File: src/design/qse_ram.sv
module qse_ram #(
    parameter int Width = 32,
    parameter int Depth = 8
) (
    input  logic                     aclk,
    input  logic                     we,
    input  logic [$clog2(Depth)-1:0] waddr,
    input  logic [Width-1:0]         wdata,
    input  logic [$clog2(Depth)-1:0] raddr,
    output logic [Width-1:0]         rdata
);
    logic [Width-1:0] mem [Depth];

    // Write port and registered read port.
    always_ff @(posedge aclk) begin
        if (we) begin
            mem[waddr] <= wdata;
        end
        rdata <= mem[raddr];
    end
endmodule

File: config.mk
export PLATFORM = sky130hd
export DESIGN_NAME = qse_ram
export DESIGN_NICKNAME = d
export VERILOG_FILES = /design/src/design/qse_ram.sv
export SDC_FILE = /design/constraint.sdc
export NUM_CORES = 1
export LEC_CHECK = 0
export BUFFER_PORTS_ARGS = -buffer_cell sky130_fd_sc_hd__buf_2
export CAP_MARGIN = 20
export CORE_MARGIN = 5
export CORE_UTILIZATION = 59
export CTS_CLUSTER_SIZE = 20
export DETAILED_ROUTE_END_ITERATION = 12
export PLACE_DENSITY = 0.78
export SYNTH_ARGS = -nofsm -noshare
export SYNTH_HDL_FRONTEND = slang
export SYNTH_SLANG_ARGS = --single-unit
File: constraint.sdc
create_clock -name aclk -period 4.3 [get_ports aclk]
set_input_delay 0.43 -clock aclk [delete_from_list [all_inputs] [get_ports aclk]]
set_output_delay 0.43 -clock aclk [all_outputs]
set_load 0.02 [all_outputs]
Word level (Yosys, flattened, before mapping). Memory sizes are Yosys's and may differ from the RTL's. A register that Yosys moved wholly into a read port is not among the register bits. Index checks and enable logic that the tools add are counted. W data, S select, Z words.

Flip-flop bits (word level): 0. Memory bits (writable): 256. Input port bits: 40. Output and inout bits: 32. Word-level logic and storage cells: 3. Memories: 1.

Memories: mem (words 8, width 32, rd ports 1, clocked after Yosys merged registers in 1, wr ports 1, line 12) `logic [Width-1:0] mem [Depth];`.

Muxes and demuxes: 2.

Operator list (count): $mux W1 (2).

Longest topological paths before layout.
Word-level depth: 2. Depth in mapped cells: 4. Gate-level depth less buffers: 2.

Worst setup path before layout. No wires, ideal clock.

Kind: input to register. From: input port waddr[2]. To: memory mem[0][0], enable pin. Library setup time: 461 ps. Arrival: 2816 ps. Required time: 3839 ps. Slack: 1023 ps. Cell stages on the path: 2. Path buffers: 0. Cells stage by stage: nand2b_1 -> nor3_1.

RTL lines: start, declared (line 7) `input logic [$clog2(Depth)-1:0] waddr,`; end, declared (line 12).

No word-level cell before the write port.

Final worst setup path.
From: input port waddr[2]. To: memory mem[1][8], enable pin.

No word-level cell before the write port.

==> flow_summary.toml <==
[clock_network]
clock_sinks = 288
cts_buffers = 28
htree_levels = 1
cts-root-buf = "clkbuf_16"
post_cts_buffers = 0
cts_buffer_depth = 3
cts-hold-fix-buffers = 0
cts_resized = 0
cts_tree = "built"
clk_latency_ps = 530
clk_pin_slew_ps = 60

[logic_synthesis]
yosys.area_share.simple = 0.005619
synth_nets = 455
synth-xor-area-share = 0
syn-cell-area_um2 = 10470
synth_top_area_share = 0.7345
ys_types = 13
yosys-top-cells-count = "edfxtp_1, mux4_1, dfxtp_1, mux2_2, mux4_2"
synth-compound-area-share = 0
synth_top_cells_by_area = "edfxtp_1, mux4_1, dfxtp_1, mux4_2, mux2_2"
yosysWarnings = 0
yosysTopAreaCell = "edfxtp_1"
ys_seq_area_frac = 0.7957
synth_mux_area_frac = 0.1865
synth_top_family_by_area = "multiplexers"
synth_enable_flop_cells = 256
synth.most_common_cell = "edfxtp_1"
syn_avg_cell_area_um2 = 25.22
synth_fa_ha_area_frac = 0
ys_ff_latch = 288
synth_flop_cell = "edfxtp_1"
synthCells = 415
async_reset_ff_frac = 0

[global_route]
grt_max_degree = 65
grt_pass1_wl_mm = 28.48
grt_pass1_vias = 4934
track_usage = 0.1881
grt_overflow = 0
antenna_found_initial = 2

[routing]
met1_length_mm = 7.340
antenna_left = 0
first_iter_violations = 286
wl_per_cell_um = 24.57
detail_route.vias_per_cell = 5.942
dr_wl_met3_um = 943
firstDrtPassIters = 4
num_vias = 4492
drt_wl_total_mm = 18.57
top_layer = "met5"
dr_wl_met2_mm = 9.816
route.detailed.drc = 0

[critical_path]
crit_required_ps = 4520
worstPathArrival_ps = 2060
cp-end-kind = "register"
crit_fanout = 24
critical_path_class = "primary input to register"
cp-start-kind = "primary input"

[timing]
rsz0062_at_grt = "false"
tns_ps = 0
finalHoldViolations = 0
period_minus_slack_ps = 1832
drv_slew = 0
timing.final.ws_setup_ps = 2468
finClkSkew_ps = 8.070
clock.fmax_mhz = 545.9
timing.final.crit_share = 0.4260
relSlewSlack = 0.3378
tightest_slew_ps = 993.3
finalSetupViolations = 0

[min_path]
hold_path.class = "primary input to register"

[place]
dp_cells = 702
io_buffer_count = 71
place_ws_ps = 1873
gp_congestion = 0.6850
dp_hpwl_mm = 9.562

[floorplan]
die_area_um2 = 20500
fp.dieH_um = 143.2
core-area_um2 = 17360
die_w_um = 143.2
start_util = 0.6030
rows = 48
boundaryPins = 72

[power]
p_per_area_nw_per_um2 = 490.8
leakage_uw = 0.004098
vdd_drop_max_mv = 0.3586

[status]
status = "completed"

[cells_and_area]
stdcell_count = 756
drive_gt1_frac = 0.3509
multiInputGateArea_um2 = 2066
syn_to_final_growth_pct = 15.18
nets = 548
fillerInstances = 1029
regArea_um2 = 8328

[flow_run]
drv_cap = 0
[flip-flops by register name (all words and copies together), names as in the netlist]
name   flops
mem      256
rdata     32
[worst max-delay path: stages]
cell	delay [ps]
buf_2	110
nand2b_1	310
nor2_4	850
buf_4	350
[logic make-up (layout without fill, tap and decap cells)]
family | Yosys count | count (layout)
DFF | 288 | 288
and+or+nand+nor | 13 | 13
other | 0 | 1
buffers and inverters | 18 | 133
muxes | 96 | 96
[power by group]
part	internal, uW	total [uW]	switching, uW	leakage [uW]
Combinational	140	321	181	0.00106
Clock	1440	2410	970	0.000438
Sequential	3160	3190	30.3	0.00260
Total	4740	5920	1180	0.00410
[final cells by class]
class | instances | area share
Multi-Input combinational cell | 109 | 0.1714
Timing Repair Buffer | 81 | 0.03757
Tap cell | 225 | 0.02335
Sequential cell | 288 | 0.6908
Antenna cell | 1 | 0.0002076
Clock inverter | 14 | 0.01287
Clock buffer | 38 | 0.06383
[cell usage in the layout (no fill, tap or decap)]
cell and count:
dfxtp_1 32, nand2_1 2, bufinv_16 3, edfxtp_1 256
buf_2 70, clkinv_1 3, clkinvlp_4 4, mux4_2 24
buf_16 1, clkinv_4 1, clkbuf_1 8, nand2b_1 3
mux2_2 32, clkinv_2 3, buf_4 10, mux4_1 40
clkbuf_16 29, nor3_2 2, clkbuf_8 1, nor2_4 6
diode_2 1
[per-layer routing]
layer	GRT usage	vias to the layer above
met2	0.3242	123
li1	-	1981
met5	0	-
met3	0.03650	39
met4	0.05603	2
met1	0.2472	2347
[stage by stage]
| stage | hold slack (ps) | utilization | power [uW] | area (um^2) |
|---|---|---|---|---|
| 5_1_grt | 162.5 | 0.6946 | 6126 | 12060 |
| 2_1_floorplan | 528.9 | - | 3442 | 10470 |
| 3_5_place_dp | 658.5 | 0.6396 | 3571 | 11100 |
| 6_report | 161.2 | 0.6946 | 5917 | 12060 |
| 4_1_cts | 143.8 | 0.6928 | 5969 | 12030 |
| 3_3_place_gp | 648.7 | 0.6396 | 3551 | 11100 |
[worst paths after layout]
kind | startpoint | end | slack [ps] | cells past startpoint
min | wdata[3] | mem[2][3]$_DFFE_PP_ | 160 | 1
min reg2reg | mem[5][28]$_DFFE_PP_ | rdata[28]$_DFF_P_ | 670 | 2
max reg2reg | mem[6][27]$_DFFE_PP_ | rdata[27]$_DFF_P_ | 2940 | 2
max | waddr[2] | mem[1][8]$_DFFE_PP_ | 2470 | 4
Power figures use the tool's default switching activity.
